### src/design/rhp_pkg.sv
// Types, character codes and prefix tables for the RTSP response header parser.
`default_nettype none

package rhp_pkg;

  localparam int NUM_PFX = 4;

  // Input and result words
  typedef struct packed {
    logic [7:0] text_byte;
    logic       final_byte;
  } rhp_in_t;

  typedef struct packed {
    logic signed [31:0] reply_status;
    logic signed [31:0] sequence_number;
    logic signed [31:0] session_number;
    logic signed [31:0] body_length;
    logic               header_complete;
    logic [15:0]        header_bytes;
  } rhp_out_t;

  // Prefix matcher status toward the parser
  typedef struct packed {
    logic [NUM_PFX-1:0] alive;
    logic               hit;
    logic [1:0]         idx;
  } rhp_match_t;

  // Line parse phase
  typedef enum logic [3:0] {
    PH_LINE   = 4'b0001,
    PH_SKIP   = 4'b0010,
    PH_DIGITS = 4'b0100,
    PH_REST   = 4'b1000
  } rhp_phase_t;

  // Value slots, also the prefix order
  localparam logic [1:0] FLD_STATUS  = 2'd0;
  localparam logic [1:0] FLD_SEQ     = 2'd1;
  localparam logic [1:0] FLD_SESSION = 2'd2;
  localparam logic [1:0] FLD_LENGTH  = 2'd3;

  // ASCII codes
  localparam logic [7:0] CH_TAB   = 8'h09;
  localparam logic [7:0] CH_LF    = 8'h0A;
  localparam logic [7:0] CH_VT    = 8'h0B;
  localparam logic [7:0] CH_FF    = 8'h0C;
  localparam logic [7:0] CH_CR    = 8'h0D;
  localparam logic [7:0] CH_SPACE = 8'h20;
  localparam logic [7:0] CH_PLUS  = 8'h2B;
  localparam logic [7:0] CH_MINUS = 8'h2D;
  localparam logic [7:0] CH_0     = 8'h30;
  localparam logic [7:0] CH_9     = 8'h39;
  localparam logic [7:0] CH_A_LO  = 8'h61;
  localparam logic [7:0] CH_Z_LO  = 8'h7A;
  localparam logic [7:0] CASE_OFS = 8'h20;

  // Magnitude limits
  localparam logic [31:0] ACC_MAX = 32'h8000_0000;
  localparam logic [31:0] POS_MAX = 32'h7FFF_FFFF;

  // Prefix texts in upper case, right-justified
  localparam logic [127:0] PFX_STATUS  = "RTSP/1.0";
  localparam logic [127:0] PFX_SEQ     = "CSEQ:";
  localparam logic [127:0] PFX_SESSION = "SESSION:";
  localparam logic [127:0] PFX_LENGTH  = "CONTENT-LENGTH:";

  function automatic logic [7:0] up_ascii(input logic [7:0] c);
    return (c >= CH_A_LO && c <= CH_Z_LO) ? c - CASE_OFS : c;
  endfunction

  function automatic logic is_space(input logic [7:0] c);
    return c == CH_SPACE || c == CH_TAB || c == CH_LF || c == CH_VT ||
           c == CH_FF || c == CH_CR;
  endfunction

  function automatic logic [3:0] pfx_len(input logic [1:0] k);
    logic [3:0] len;
    unique case (k)
      FLD_STATUS:  len = 4'd8;
      FLD_SEQ:     len = 4'd5;
      FLD_SESSION: len = 4'd8;
      FLD_LENGTH:  len = 4'd15;
      default:     len = 4'd15;
    endcase
    return len;
  endfunction

  // Character of prefix k at a column below its length
  function automatic logic [7:0] pfx_char(input logic [1:0] k, input logic [3:0] col);
    logic [127:0] txt;
    logic [3:0]   pos;
    unique case (k)
      FLD_STATUS:  txt = PFX_STATUS;
      FLD_SEQ:     txt = PFX_SEQ;
      FLD_SESSION: txt = PFX_SESSION;
      FLD_LENGTH:  txt = PFX_LENGTH;
      default:     txt = PFX_LENGTH;
    endcase
    pos = pfx_len(k) - 4'd1 - col;
    return txt[{pos, 3'b000} +: 8];
  endfunction

  // Signed value from sign and saturated magnitude
  function automatic logic [31:0] sat_value(input logic neg, input logic [31:0] acc);
    if (neg) begin
      return 32'd0 - acc;
    end
    return acc[31] ? POS_MAX : acc;
  endfunction

endpackage

`default_nettype wire

### src/design/rhp_prefix_match.sv
// Case-insensitive prefix compare of one byte against the four header prefixes.
`default_nettype none

module rhp_prefix_match (
  input  logic [3:0]                     column,
  input  logic [rhp_pkg::NUM_PFX-1:0]    alive,
  input  logic [7:0]                     text_byte,
  output rhp_pkg::rhp_match_t            match
);
  import rhp_pkg::*;

  logic [7:0]         up_byte;
  logic [NUM_PFX-1:0] keep;

  assign up_byte = up_ascii(text_byte);

  // Drop prefixes that end before this column or differ here
  always_comb begin
    for (int k = 0; k < NUM_PFX; k++) begin
      keep[k] = alive[k] && (column < pfx_len(2'(k))) &&
                (pfx_char(2'(k), column) == up_byte);
    end
  end

  // Full match on the last character; lowest index wins
  always_comb begin
    match.alive = keep;
    match.hit   = 1'b0;
    match.idx   = FLD_STATUS;
    for (int k = NUM_PFX - 1; k >= 0; k--) begin
      if (keep[k] && (({1'b0, column} + 5'd1) == {1'b0, pfx_len(2'(k))})) begin
        match.hit = 1'b1;
        match.idx = 2'(k);
      end
    end
  end

endmodule

`default_nettype wire

### src/design/rhp_parser.sv
// Per-byte parse state: line phases, number accumulation, value slots, byte count.
`default_nettype none

module rhp_parser #(
  parameter int COUNT_BITS = 16
) (
  input  logic              clk,
  input  logic              rst_n,
  input  logic              word_vld,
  input  rhp_pkg::rhp_in_t  word,
  input  logic              take,
  output logic              emit,
  output rhp_pkg::rhp_out_t result
);
  import rhp_pkg::*;

  rhp_phase_t         phase_r, phase_nxt;
  logic [3:0]         column_r, column_nxt;
  logic [NUM_PFX-1:0] alive_r, alive_nxt;
  logic [1:0]         target_r, target_nxt;
  logic               neg_r, neg_nxt;
  logic [31:0]        acc_r, acc_nxt;
  logic [31:0]        vals_r [NUM_PFX];
  logic [31:0]        vals_nxt [NUM_PFX];
  logic [COUNT_BITS-1:0] count_r, count_nxt;
  logic               done_r, done_nxt;
  logic               cr_r, cr_nxt;

  rhp_match_t  pm;
  logic [7:0]  b;
  logic        is_digit;
  logic [35:0] prod;
  logic [31:0] acc_dig;
  logic        end_line;
  logic        lf_emit;
  logic [15:0] hdr_bytes;

  assign b = word.text_byte;

  rhp_prefix_match u_pm (
    .column    (column_r),
    .alive     (alive_r),
    .text_byte (b),
    .match     (pm)
  );

  // Decimal step: acc * 10 + digit, saturating at 2^31
  assign is_digit = (b >= CH_0) && (b <= CH_9);
  assign prod     = {1'b0, acc_r, 3'b000} + {3'b000, acc_r, 1'b0} + {32'd0, b[3:0]};
  assign acc_dig  = (prod > {4'd0, ACC_MAX}) ? ACC_MAX : prod[31:0];

  // CR LF pair closes the line; a line of CR alone closes the header
  assign end_line = !done_r && cr_r && (b == CH_LF);
  assign lf_emit  = end_line && (column_r == 4'd1);
  assign emit     = word_vld && (lf_emit || (word.final_byte && !done_r));

  // Byte count, saturating
  always_comb begin
    count_nxt = count_r;
    if (!done_r && count_r != '1) begin
      count_nxt = count_r + COUNT_BITS'(1);
    end
  end

  generate
    if (COUNT_BITS > 16) begin : g_wide_count
      assign hdr_bytes = (|count_nxt[COUNT_BITS-1:16]) ? 16'hFFFF : count_nxt[15:0];
    end else begin : g_narrow_count
      assign hdr_bytes = 16'(count_nxt);
    end
  endgenerate

  // Parse step for one byte
  always_comb begin
    phase_nxt  = phase_r;
    column_nxt = column_r;
    alive_nxt  = alive_r;
    target_nxt = target_r;
    neg_nxt    = neg_r;
    acc_nxt    = acc_r;
    vals_nxt   = vals_r;
    done_nxt   = done_r;
    cr_nxt     = cr_r;
    if (end_line) begin
      done_nxt   = lf_emit;
      phase_nxt  = PH_LINE;
      column_nxt = 4'd0;
      alive_nxt  = '1;
      target_nxt = FLD_STATUS;
      neg_nxt    = 1'b0;
      acc_nxt    = 32'd0;
      cr_nxt     = 1'b0;
    end else if (!done_r) begin
      unique case (phase_r)
        PH_LINE: begin
          alive_nxt = pm.alive;
          if (pm.hit) begin
            target_nxt       = pm.idx;
            neg_nxt          = 1'b0;
            acc_nxt          = 32'd0;
            vals_nxt[pm.idx] = 32'd0;
            phase_nxt        = PH_SKIP;
          end else if (pm.alive == '0) begin
            phase_nxt = PH_REST;
          end
        end
        PH_SKIP: begin
          priority if (is_space(b)) begin
            phase_nxt = PH_SKIP;
          end else if (b == CH_PLUS || b == CH_MINUS) begin
            neg_nxt   = (b == CH_MINUS);
            phase_nxt = PH_DIGITS;
          end else if (is_digit) begin
            acc_nxt            = acc_dig;
            vals_nxt[target_r] = sat_value(neg_r, acc_dig);
            phase_nxt          = PH_DIGITS;
          end else begin
            phase_nxt = PH_REST;
          end
        end
        PH_DIGITS: begin
          if (is_digit) begin
            acc_nxt            = acc_dig;
            vals_nxt[target_r] = sat_value(neg_r, acc_dig);
          end else begin
            phase_nxt = PH_REST;
          end
        end
        PH_REST: phase_nxt = PH_REST;
        default: phase_nxt = PH_REST;
      endcase
      column_nxt = (column_r != 4'd15) ? column_r + 4'd1 : column_r;
      cr_nxt     = (b == CH_CR);
    end
  end

  // Result fields after this byte
  always_comb begin
    result.reply_status    = vals_nxt[FLD_STATUS];
    result.sequence_number = vals_nxt[FLD_SEQ];
    result.session_number  = vals_nxt[FLD_SESSION];
    result.body_length     = vals_nxt[FLD_LENGTH];
    result.header_complete = lf_emit;
    result.header_bytes    = hdr_bytes;
  end

  // State registers; the final byte returns everything to reset values
  always_ff @(posedge clk) begin
    if (!rst_n || (take && word.final_byte)) begin
      phase_r  <= PH_LINE;
      column_r <= 4'd0;
      alive_r  <= '1;
      target_r <= FLD_STATUS;
      neg_r    <= 1'b0;
      acc_r    <= 32'd0;
      for (int i = 0; i < NUM_PFX; i++) begin
        vals_r[i] <= 32'd0;
      end
      count_r  <= '0;
      done_r   <= 1'b0;
      cr_r     <= 1'b0;
    end else if (take) begin
      phase_r  <= phase_nxt;
      column_r <= column_nxt;
      alive_r  <= alive_nxt;
      target_r <= target_nxt;
      neg_r    <= neg_nxt;
      acc_r    <= acc_nxt;
      vals_r   <= vals_nxt;
      count_r  <= count_nxt;
      done_r   <= done_nxt;
      cr_r     <= cr_nxt;
    end
  end

endmodule

`default_nettype wire

### src/design/rhp_out_reg.sv
// Result register with valid/ready handshake toward the consumer.
`default_nettype none

module rhp_out_reg (
  input  logic              clk,
  input  logic              rst_n,
  input  logic              load,
  input  rhp_pkg::rhp_out_t din,
  output logic              free,
  output logic              out_valid,
  input  logic              out_ready,
  output rhp_pkg::rhp_out_t out_data
);
  import rhp_pkg::*;

  logic     vld_r;
  rhp_out_t data_r;

  // Slot can take a word when empty or being drained this cycle
  assign free      = !vld_r || out_ready;
  assign out_valid = vld_r;
  assign out_data  = data_r;

  always_ff @(posedge clk) begin
    if (!rst_n) begin
      vld_r <= 1'b0;
    end else if (free) begin
      vld_r <= load;
    end
  end

  always_ff @(posedge clk) begin
    if (free && load) begin
      data_r <= din;
    end
  end

endmodule

`default_nettype wire

### src/design/rtsp_response_header_parser_core.sv
// RTSP response header parser: one text byte per word, one result word per response.
// Throughput: one byte per clock, set by the line-state parse update, save the stall below.
// A byte is parsed from the input reg and its result offered from the result reg.
// A byte that causes a result waits in the input register while the result register is full.
// Reset: rst_n synchronous, active low; clears handshake state and all parse state.
`default_nettype none

module rtsp_response_header_parser_core #(
  parameter int COUNT_BITS = 16
) (
  input  logic              clk,
  input  logic              rst_n,
  input  logic              in_valid,
  output logic              in_ready,
  input  rhp_pkg::rhp_in_t  in_data,
  output logic              out_valid,
  input  logic              out_ready,
  output rhp_pkg::rhp_out_t out_data
);
  import rhp_pkg::*;

  logic     in_vld_r;
  rhp_in_t  in_word_r;
  logic     emit;
  logic     fire;
  logic     out_free;
  rhp_out_t result;

  // Parse the held word unless its result has no place to go
  assign fire     = in_vld_r && (!emit || out_free);
  assign in_ready = !in_vld_r || fire;

  // Input register
  always_ff @(posedge clk) begin
    if (!rst_n) begin
      in_vld_r <= 1'b0;
    end else if (in_ready) begin
      in_vld_r <= in_valid;
    end
  end

  always_ff @(posedge clk) begin
    if (in_valid && in_ready) begin
      in_word_r <= in_data;
    end
  end

  rhp_parser #(
    .COUNT_BITS (COUNT_BITS)
  ) u_parser (
    .clk      (clk),
    .rst_n    (rst_n),
    .word_vld (in_vld_r),
    .word     (in_word_r),
    .take     (fire),
    .emit     (emit),
    .result   (result)
  );

  rhp_out_reg u_out (
    .clk       (clk),
    .rst_n     (rst_n),
    .load      (fire && emit),
    .din       (result),
    .free      (out_free),
    .out_valid (out_valid),
    .out_ready (out_ready),
    .out_data  (out_data)
  );

endmodule

`default_nettype wire

### config.mk
export PLATFORM = sky130hd
export DESIGN_NAME = rtsp_response_header_parser_core
export DESIGN_NICKNAME = d
export VERILOG_FILES = /design/src/design/rhp_pkg.sv /design/src/design/rhp_prefix_match.sv /design/src/design/rhp_parser.sv /design/src/design/rhp_out_reg.sv /design/src/design/rtsp_response_header_parser_core.sv
export SDC_FILE = /design/constraint.sdc
export NUM_CORES = 1
export LEC_CHECK = 0
export BUFFER_PORTS_ARGS = -buffer_cell sky130_fd_sc_hd__buf_2
export CORE_ASPECT_RATIO = 1.25
export CORE_MARGIN = 2
export CORE_UTILIZATION = 62
export CTS_CLUSTER_DIAMETER = 100
export DETAILED_ROUTE_END_ITERATION = 7
export GPL_TIMING_DRIVEN = 0
export PLACE_DENSITY = 0.8
export SLEW_MARGIN = 20
export SYNTH_ARGS = -nofsm -noshare
export SYNTH_HDL_FRONTEND = slang
export SYNTH_SLANG_ARGS = --single-unit
### constraint.sdc
create_clock -name clk -period 25.5 [get_ports clk]
set_input_delay 0 -clock clk [delete_from_list [all_inputs] [get_ports clk]]
set_output_delay 0 -clock clk [all_outputs]
set_load 0.05 [all_outputs]
==> reports/results.txt, run 1 <==
Setup Total Neg Slack: 0 ns
multi-input gate area in the final layout: 9460 µm²
Antenna Cells: 0
Syn Std Cell Area: 18500 µm²
Synth area leader: edfxtp_1
Post-synth EDFFs: 154
Via Count: 17000
DIE WIDTH: 159 µm
Pwr Density: 56.1 nW/µm²
CTS max path bufs: 3
root buf cell: clkbuf_16
DR WL/cell: 20.7 µm
pre-CTS setup slack: 17.66 ns
Nets: 2316
final instance area: 21200 µm²
Max Cap Violations: 0
TritonCTS Buffers: 35
synthesis-stage register bit count: 349
Setup CP Type: flip-flop to flip-flop
Synth Net Count: 2102
per-instance average area after synthesis: 9.23 µm²
Setup Fix Bufs, Post-CTS: 0
post-DP HPWL: 40100 µm
overall routing resource usage: 34.6%
hold_buf cts: 13
hold violation count in the final report: 0
# rows: 70
Max Slew Vio Count: 0
Arr. time, crit path: 8.19 ns
WP buf/inv: 2
Distinct cells, synth: 88
initial antenna violation count: 0
placed instance area: 20000 µm²
Reg-to-Reg End: u_out.out_data[41]
cell count after synthesis: 2008
vias in the first global route: 15800
worst path cell trace: fa_1 -> inv_1 -> fa_1 -> and2b_1 -> o211a_1 -> o21ai_2 -> a21oi_1 -> a21oi_1 -> xnor2_1 -> nand4bb_1 -> o31a_1 -> nor2_1 -> buf_2 -> nand2_1 -> ha_1 -> nand2_1 -> nor3_1 -> nand4b_1 -> nor2_1 -> nor2_1 -> a221o_1 -> mux2i_1 -> o21ai_0
fmax: 0.125 GHz
Synth area leaders: edfxtp_1, dfxtp_1, nand2_1, ha_1, o21ai_0
post-synthesis async set-or-reset flop share: 0%
final worst slack: 17.53 ns
nature of the critical path startpoint: flip-flop
Top delay family on crit path: simple AND/OR/NAND/NOR gates
Yosys warnings: 0
Hold Path Class: input pin to flip-flop
Worst-path clk slew: 0.06 ns
DR pass1 iterations: 6
RSZ-0062 raised after global routing: false
Seq/Total Area, Yosys: 46.0%
CTS H-tree depth: 2
clk_skew: 0.0202 ns
hold depth: 3
final core utilization: 72.4%
register area: 8530 µm²
peak supply drop: 0.0569 mV
Slew headroom: 18.2%
DR DRC count: 0
worst r2r src: in_word_r[4]
CTS tree: yes
switching share of power: 24.0%
post-CTS resize count: 0
Synth-to-Final Area Change: 14.7%
via/cell ratio: 6.42
most used cell, CP: nor2_1
fraction of layout cells with a size suffix above 1: 12.1%
outcome: complete, no violations
# IOs: 160
logic gate share of total power: 6.9%
# setup viols final: 0
largest net degree at the start of global routing: 32
FF-to-FF setup slack: 17.53 ns
first-pass GRT wire length: 85000 µm
reg2reg path depth: 23
Filler cells: 2215
Yosys top cell area share: 25.0%
Final min period: 7.97 ns
P_sw: 0.286 mW
core area: 29300 µm²
Min-Delay Endpoint: u_out.out_data[15]
register share of total power: 49.5%
initial core utilization: 63.1%
worst skew pair latency: 0.54 ns
Worst EP required: 25.72 ns
crit end category: flip-flop
DRC violation total after the first TritonRoute iteration: 1670
GPL Wtd Cong: 1.00
Worst Max-Slew Pin Slew: 1.23 ns
worst-path fanout max: 10
Clk pwr share: 43.6%
WL final: 54600 µm
Leak: 8.31 nW
gr ovfl total: 0
HP Start: out_ready
Final Cycle Share: 31.3%
IO Port Bufs: 159
clock sink count: 349
Post-synth top flop: dfxtp_1
internal power: 0.905 mW
Die Span Y: 197 µm
Routed Antenna Nets: 0
worst-path cell with the longest stage delay: xnor2_1
max incr delay on CP: 0.74 ns
die footprint: 31300 µm²
## registers in the layout (all words and copies together) (netlist names), 2 cells and up
register,count
in_word_r,9
u_parser.phase_r,4
u_out.out_data,145
u_parser.acc_r,32
u_parser.vals_r,128
u_parser.column_r,4
u_parser.count_r,16
u_parser.target_r,2
u_parser.alive_r,4
## routing by layer
layer | part of all wire (%) | GRT usage [%]
met3 | 7.9 | 4.83
met5 | 0 | 0
met2 | 48 | 57.6
met1 | 40 | 45.0
met4 | 4.6 | 14.9
## synthesized netlist by cell type, types with 12 or more instances
| cell | n |
|---|---|
| nand4_1 | 27 |
| inv_1 | 27 |
| o21ai_0 | 169 |
| nor2_1 | 155 |
| and2_1 | 17 |
| and3_1 | 17 |
| xor2_1 | 33 |
| o211ai_1 | 15 |
| nand2b_1 | 27 |
| dfxtp_1 | 195 |
| a21oi_1 | 107 |
| clkbuf_1 | 90 |
| a211oi_1 | 16 |
| nand3_1 | 47 |
| or3_1 | 25 |
| xnor2_1 | 47 |
| nor2b_1 | 13 |
| o21ai_1 | 40 |
| o31ai_1 | 12 |
| edfxtp_1 | 154 |
| a32o_1 | 13 |
| ha_1 | 79 |
| a22o_1 | 84 |
| a21o_1 | 14 |
| nand2_1 | 289 |
| o21a_1 | 14 |
| a22oi_1 | 29 |
| nor3_1 | 38 |
## stage by stage
stage | hold WS (ns) | power (mW) | cells
after global routing | 0.183 | 1.22 | 2645
after floorplan | 0.0989 | 0.658 | 2008
after detailed placement | 0.178 | 0.680 | 2568
after CTS | 0.149 | 1.19 | 2645
after global placement | 0.176 | 0.680 | 2563
final | 0.168 | 1.19 | 2645
## worst reg2reg max path, delay by kind of cell (launching register included)
kind | cells | cell delay (ns)
and+or+nand+nor | 9 | 2.53
muxes | 1 | 0.72
AOI/OAI and AO/OA | 7 | 1.71
DFF | 1 | 0.42
adders and majority gates | 3 | 1.25
buffers and inverters | 2 | 0.32
xor gates and xnor gates | 1 | 0.74
## worst max path at each step
| stage | from | slack [ns] | to | depth (start not counted) |
|---|---|---|---|---|
| after global placement | in_word_r[7] | 14.04 | u_out.out_data[126] | 7 |
| final | in_word_r[4] | 17.53 | u_out.out_data[41] | 23 |
| after detailed placement | in_word_r[4] | 17.66 | u_out.out_data[41] | 23 |
| after CTS | in_word_r[4] | 17.63 | u_out.out_data[41] | 23 |
| after floorplan | in_word_r[7] | 16.75 | u_out.out_data[0] | 7 |
| after global routing | in_word_r[4] | 17.13 | u_out.out_data[41] | 23 |
## logic make-up (layout without fill, tap and decap cells)
kind of cell	count (synthesis)	in the layout	share of synthesized area, %
fa+ha+maj	81	81	5.55
mux	14	14	0.790
compound gates	628	628	22.8
flops	349	349	46.0
simple gates	714	714	18.0
buf+inv	142	383	3.05
xor+xnor	80	80	3.78
## power groups by stage
stage / sequential (mW) / clock (mW) / combinational, mW
after floorplan: 0.617 / 0 / 0.0410
after global placement: 0.605 / 0 / 0.0750
after detailed placement: 0.602 / 0 / 0.0782
after CTS: 0.590 / 0.522 / 0.0800
after global routing: 0.590 / 0.541 / 0.0876
final: 0.590 / 0.519 / 0.0818
## placed cells by master (no fill, tap or decap), types with 10 or more instances in the layout
cell	count
and3_1	17
nor3_1	38
a32o_1	13
nand2b_1	27
or3_1	25
inv_1	27
a22oi_1	29
o21a_1	14
clkbuf_1	95
o31ai_1	12
xnor2_1	47
a211oi_1	15
buf_2	170
nor2b_1	12
xor2_1	33
o21ai_0	168
o211ai_1	15
ha_1	79
and2_1	17
nor2_1	155
nand3_1	47
nor4_1	10
a22o_1	84
a21o_1	14
a21oi_1	107
edfxtp_1	154
nand4_1	27
o22ai_1	11
nand2_1	289
clkbuf_16	36
dlygate4sd3_1	13
dfxtp_1	195
o21ai_1	41
## cell type report
cell class / count / share of cell area (%)
multi-input cells: 1517 / 44.5
flip-flops and latches: 349 / 40.1
repair buffers: 177 / 4.90
clock buffers: 46 / 4.65
well taps: 396 / 2.33
plain buffers: 115 / 2.18
clock inverters: 18 / 0.795
inverters: 27 / 0.477
(Power assumes the default switching activity.)
==> run 2, diff against run 1 <==
--- a/config.mk
+++ b/config.mk
@@ -5,6 +5,7 @@
 export SDC_FILE = /design/constraint.sdc
 export NUM_CORES = 1
 export LEC_CHECK = 0
+export ABC_AREA = 1
 export BUFFER_PORTS_ARGS = -buffer_cell sky130_fd_sc_hd__buf_2
 export CORE_ASPECT_RATIO = 1.25
 export CORE_MARGIN = 2
==> constraint.sdc (replaced) <==
create_clock -name clk -period 7.4 [get_ports clk]
set_input_delay 0 -clock clk [delete_from_list [all_inputs] [get_ports clk]]
set_output_delay 0 -clock clk [all_outputs]
set_load 0.05 [all_outputs]
==> run 2 against run 1 <==
Highest routed layer is now met5. Sequential power rose to 3.7 times the previous value. Flip-flop and latch count did not move. Global-route usage rose by 5.5 points. Maximum frequency rose by 32%. Wire length rose by 41%. The flow now finishes with violations (design-rule violations). Utilization fell by 1.5 points. Clock-buffer cell count did not move. Hold slack barely moved. Final cell count rose by 47%. Non-clock buffer count rose by 37. Area after synthesis rose by 21%. First-iteration DRC count rose by 97%.
==> reports/results.txt, run 2 <==
worst-path cell with the longest stage delay: edfxtp_1
Seq/Total Area, Yosys: 38.1% (-7.9 points)
Synth Net Count: 3266 (+55%)
DR DRC count: 19 (+19)
Max Cap Violations: 0 (unchanged)
reg2reg path depth: 30 (+30%)
register area: 8530 µm² (unchanged)
Post-synth top flop: dfxtp_1
Synth area leaders: edfxtp_1, dfxtp_1, nand2_1, inv_1, o21ai_0
Hold Path Class: input pin to flip-flop
CTS tree: yes
most frequent cell after synthesis: nand2_1
DR WL/cell: 19.8 µm (-4.0%)
Synth-to-Final Area Change: 12.3%
CP Launch Point: in_word_r[3]
fraction of layout cells with a size suffix above 1: 10.4% (-1.7 points)
DIE WIDTH: 174 µm (+9.7%)
WL final: 77100 µm (+41%)
crit end category: flip-flop
max incr delay on CP: 0.50 ns (-0.24 ns)
Nets: 3479 (+50%)
Via Count: 23600 (+39%)
initial antenna violation count: 2 (+2)
TritonCTS Buffers: 35 (unchanged)
outcome: finished with violations
# setup viols final: 0 (unchanged)
Distinct cells, synth: 61 (-31%)
Final min period: 6.03 ns (-1.95 ns)
worst skew pair latency: 0.55 ns (about the same)
Yosys warnings: 0 (unchanged)
worst-path fanout max: 10 (unchanged)
Worst-path clk slew: 0.06 ns (about the same)
worst r2r src: in_word_r[3]
Final Cycle Share: 81.4% (+50 points)
post-DP HPWL: 57300 µm (+43%)
Die Span Y: 216 µm (+9.7%)
Yosys top cell area share: 20.7% (-4.3 points)
most used cell, CP: nand2_1
via/cell ratio: 6.08 (-5.3%)
max reg flops: 145 (unchanged)
RSZ-0062 raised after global routing: false
Syn Std Cell Area: 22400 µm² (+21%)
initial core utilization: 63.1% (about the same)
P_sw: 2.04 mW (+610%)
per-instance average area after synthesis: 7.06 µm² (-23%)
# IOs: 160 (unchanged)
IO Port Bufs: 159 (unchanged)
Filler cells: 2935 (+33%)
first-pass GRT wire length: 119000 µm (+41%)
register share of total power: 39.1% (-10 points)
fmax: 0.166 GHz (+32%)
Arr. time, crit path: 6.29 ns (-1.90 ns)
synthesis-stage register bit count: 349 (unchanged)
GPL Wtd Cong: 0.992 (-0.98%)
peak supply drop: 0.167 mV (+190%)
post-synthesis async set-or-reset flop share: 0% (unchanged)
Non-Filler Instances: 3887 (+47%)
nature of the critical path startpoint: flip-flop
multi-input gate area in the final layout: 11200 µm² (+19%)
CTS H-tree depth: 2 (unchanged)
Max Slew Vio Count: 0 (unchanged)
clk_skew: 0.0367 ns (+0.0165 ns)
commonest non-fill, non-tap cell in the layout: nand2_1
Worst EP required: 7.66 ns (-18.06 ns)
Routed Antenna Nets: 0 (unchanged)
Slew headroom: 20.0% (+1.8 points)
Leak: 11.8 nW (+41%)
Clk pwr share: 32.4% (-11 points)
cell count after synthesis: 3172 (+58%)
Setup CP Type: flip-flop to flip-flop
internal power: 3.53 mW (+290%)
most frequent cells after synthesis: nand2_1, inv_1, o21ai_0, a21oi_1, dfxtp_1
vias in the first global route: 22500 (+42%)
hold violation count in the final report: 0 (unchanged)
worst setup path endpoint: u_out.out_data[23]
clock sink count: 349 (unchanged)
DRC violation total after the first TritonRoute iteration: 3285 (+97%)
Setup Fix Bufs, Post-CTS: 0 (unchanged)
violated checks: design-rule violations
switching share of power: 36.7% (+13 points)
Pwr Total: 5.57 mW (+370%)
largest net degree at the start of global routing: 33 (+3.1%)
Reg-to-Reg End: u_out.out_data[23]
FF-to-FF setup slack: 1.37 ns (-16.15 ns)
Worst Max-Slew Pin Slew: 1.19 ns (-0.0346 ns)
# rows: 77 (+10%)
root buf cell: clkbuf_16
overall routing resource usage: 40.1% (+5.5 points)
Synth area leader: edfxtp_1
gr ovfl total: 0 (unchanged)
Inst Count DP: 3809 (+48%)
Setup Total Neg Slack: 0 ns (unchanged)
CTS max path bufs: 3 (unchanged)
DR pass1 iterations: 8 (+2)
die footprint: 37700 µm² (+20%)
logic gate share of total power: 28.5% (+22 points)
Pwr Density: 222 nW/µm² (+300%)
most frequent cells in the layout: nand2_1, inv_1, o21ai_0, a21oi_1, dfxtp_1
core area: 35500 µm² (+21%)
Post-synth EDFFs: 154 (unchanged)
[run 2: changes by cell type in the layout (fill, tap and decap cells not counted), moves of 27 or more]
cell,before,now
inv_1,27,511
nand2_1,289,758
a21oi_1,107,225
o21ai_1,41,140
a22o_1,84,0
o21ai_0,168,242
a211oi_1,15,79
nand3_1,47,98
xnor2_1,47,7
nand2_2,0,31
nor2_1,155,184
a22oi_1,29,2
nand2b_1,27,0
[run 2: metrics by stage]
step           hold slack (ns)  cell area [µm²]  util (%)  setup slack, ns
2_1_floorplan           0.0989            22400         -             1.82
3_3_place_gp             0.177            23800      67.1            0.533
3_5_place_dp             0.178            23900      67.3             1.67
4_1_cts                  0.152            25100      70.9             1.59
5_1_grt                  0.166            25100      70.9             1.18
6_report                 0.168            25100      70.9             1.37
[run 2: logic make-up (layout without fill, tap and decap cells)]
logic type | after synthesis | after routing | share of synthesized area [%]
fa+ha+maj | 81 | 81 | 4.59
xor+xnor | 33 | 33 | 1.32
buf+inv | 680 | 920 | 11.8
other cells | 0 | 1 | 0
compound gates | 827 | 827 | 21.2
flops | 349 | 349 | 38.1
simple gates | 1202 | 1202 | 23.0
[run 2: critical path: cells and delay by family, from the launching register on]
| kind | cells | cell delay, ns |
|---|---|---|
| buf+inv | 6 | 0.78 |
| fa+ha+maj | 4 | 1.19 |
| compound gates | 3 | 0.76 |
| flops | 1 | 0.50 |
| simple gates | 17 | 2.49 |
[run 2: layout make-up]
class                      instances  share of cell area [%]
clock buffer                      46                    3.94
sequential                       349                    33.9
multi-input combinational       2143                    44.7
antenna                            1                 0.00995
timing repair buffer             176                    4.00
inverter                         527                    7.87
clock inverter                    18                   0.617
tap                              474                    2.36
buffer                           153                    2.63
[run 2: power by group through the flow]
stage / Sequential (mW) / Combinational, mW / Clock, mW
6_report: 2.18 / 1.59 / 1.80
4_1_cts: 2.18 / 1.51 / 1.80
2_1_floorplan: 2.31 / 0.885 / 0
5_1_grt: 2.19 / 1.67 / 1.86
3_5_place_dp: 2.22 / 1.49 / 0
3_3_place_gp: 2.22 / 1.46 / 0
[run 2: metal layers]
layer  wire length, µm  up-vias  GRT usage, %
met5                17        -             0
met4              6380        2          29.0
met3              7790      398          7.72
met2             35200     1564          66.0
met1             27700    10800          47.1
li1                  -    10900             -
[run 2: repair_timing]
item	4_1_cts	5_1_grt
hold endpoints to repair	11	0
hold buffers	13	0
endpoints found under the setup margin	0	0
resized for setup	0	0
[run 2: worst min-delay path by stage]
stage | from | endpoint | slack [ns] | cells after the start
floorplan | in_data[0] | in_word_r[0] | 0.1 | 0
global placement | in_data[8] | in_word_r[8] | 0.18 | 1
detailed placement | in_data[7] | in_word_r[7] | 0.18 | 1
CTS | in_data[2] | in_word_r[2] | 0.15 | 2
global route | in_data[5] | in_word_r[5] | 0.17 | 2
finish | in_data[2] | in_word_r[2] | 0.17 | 2
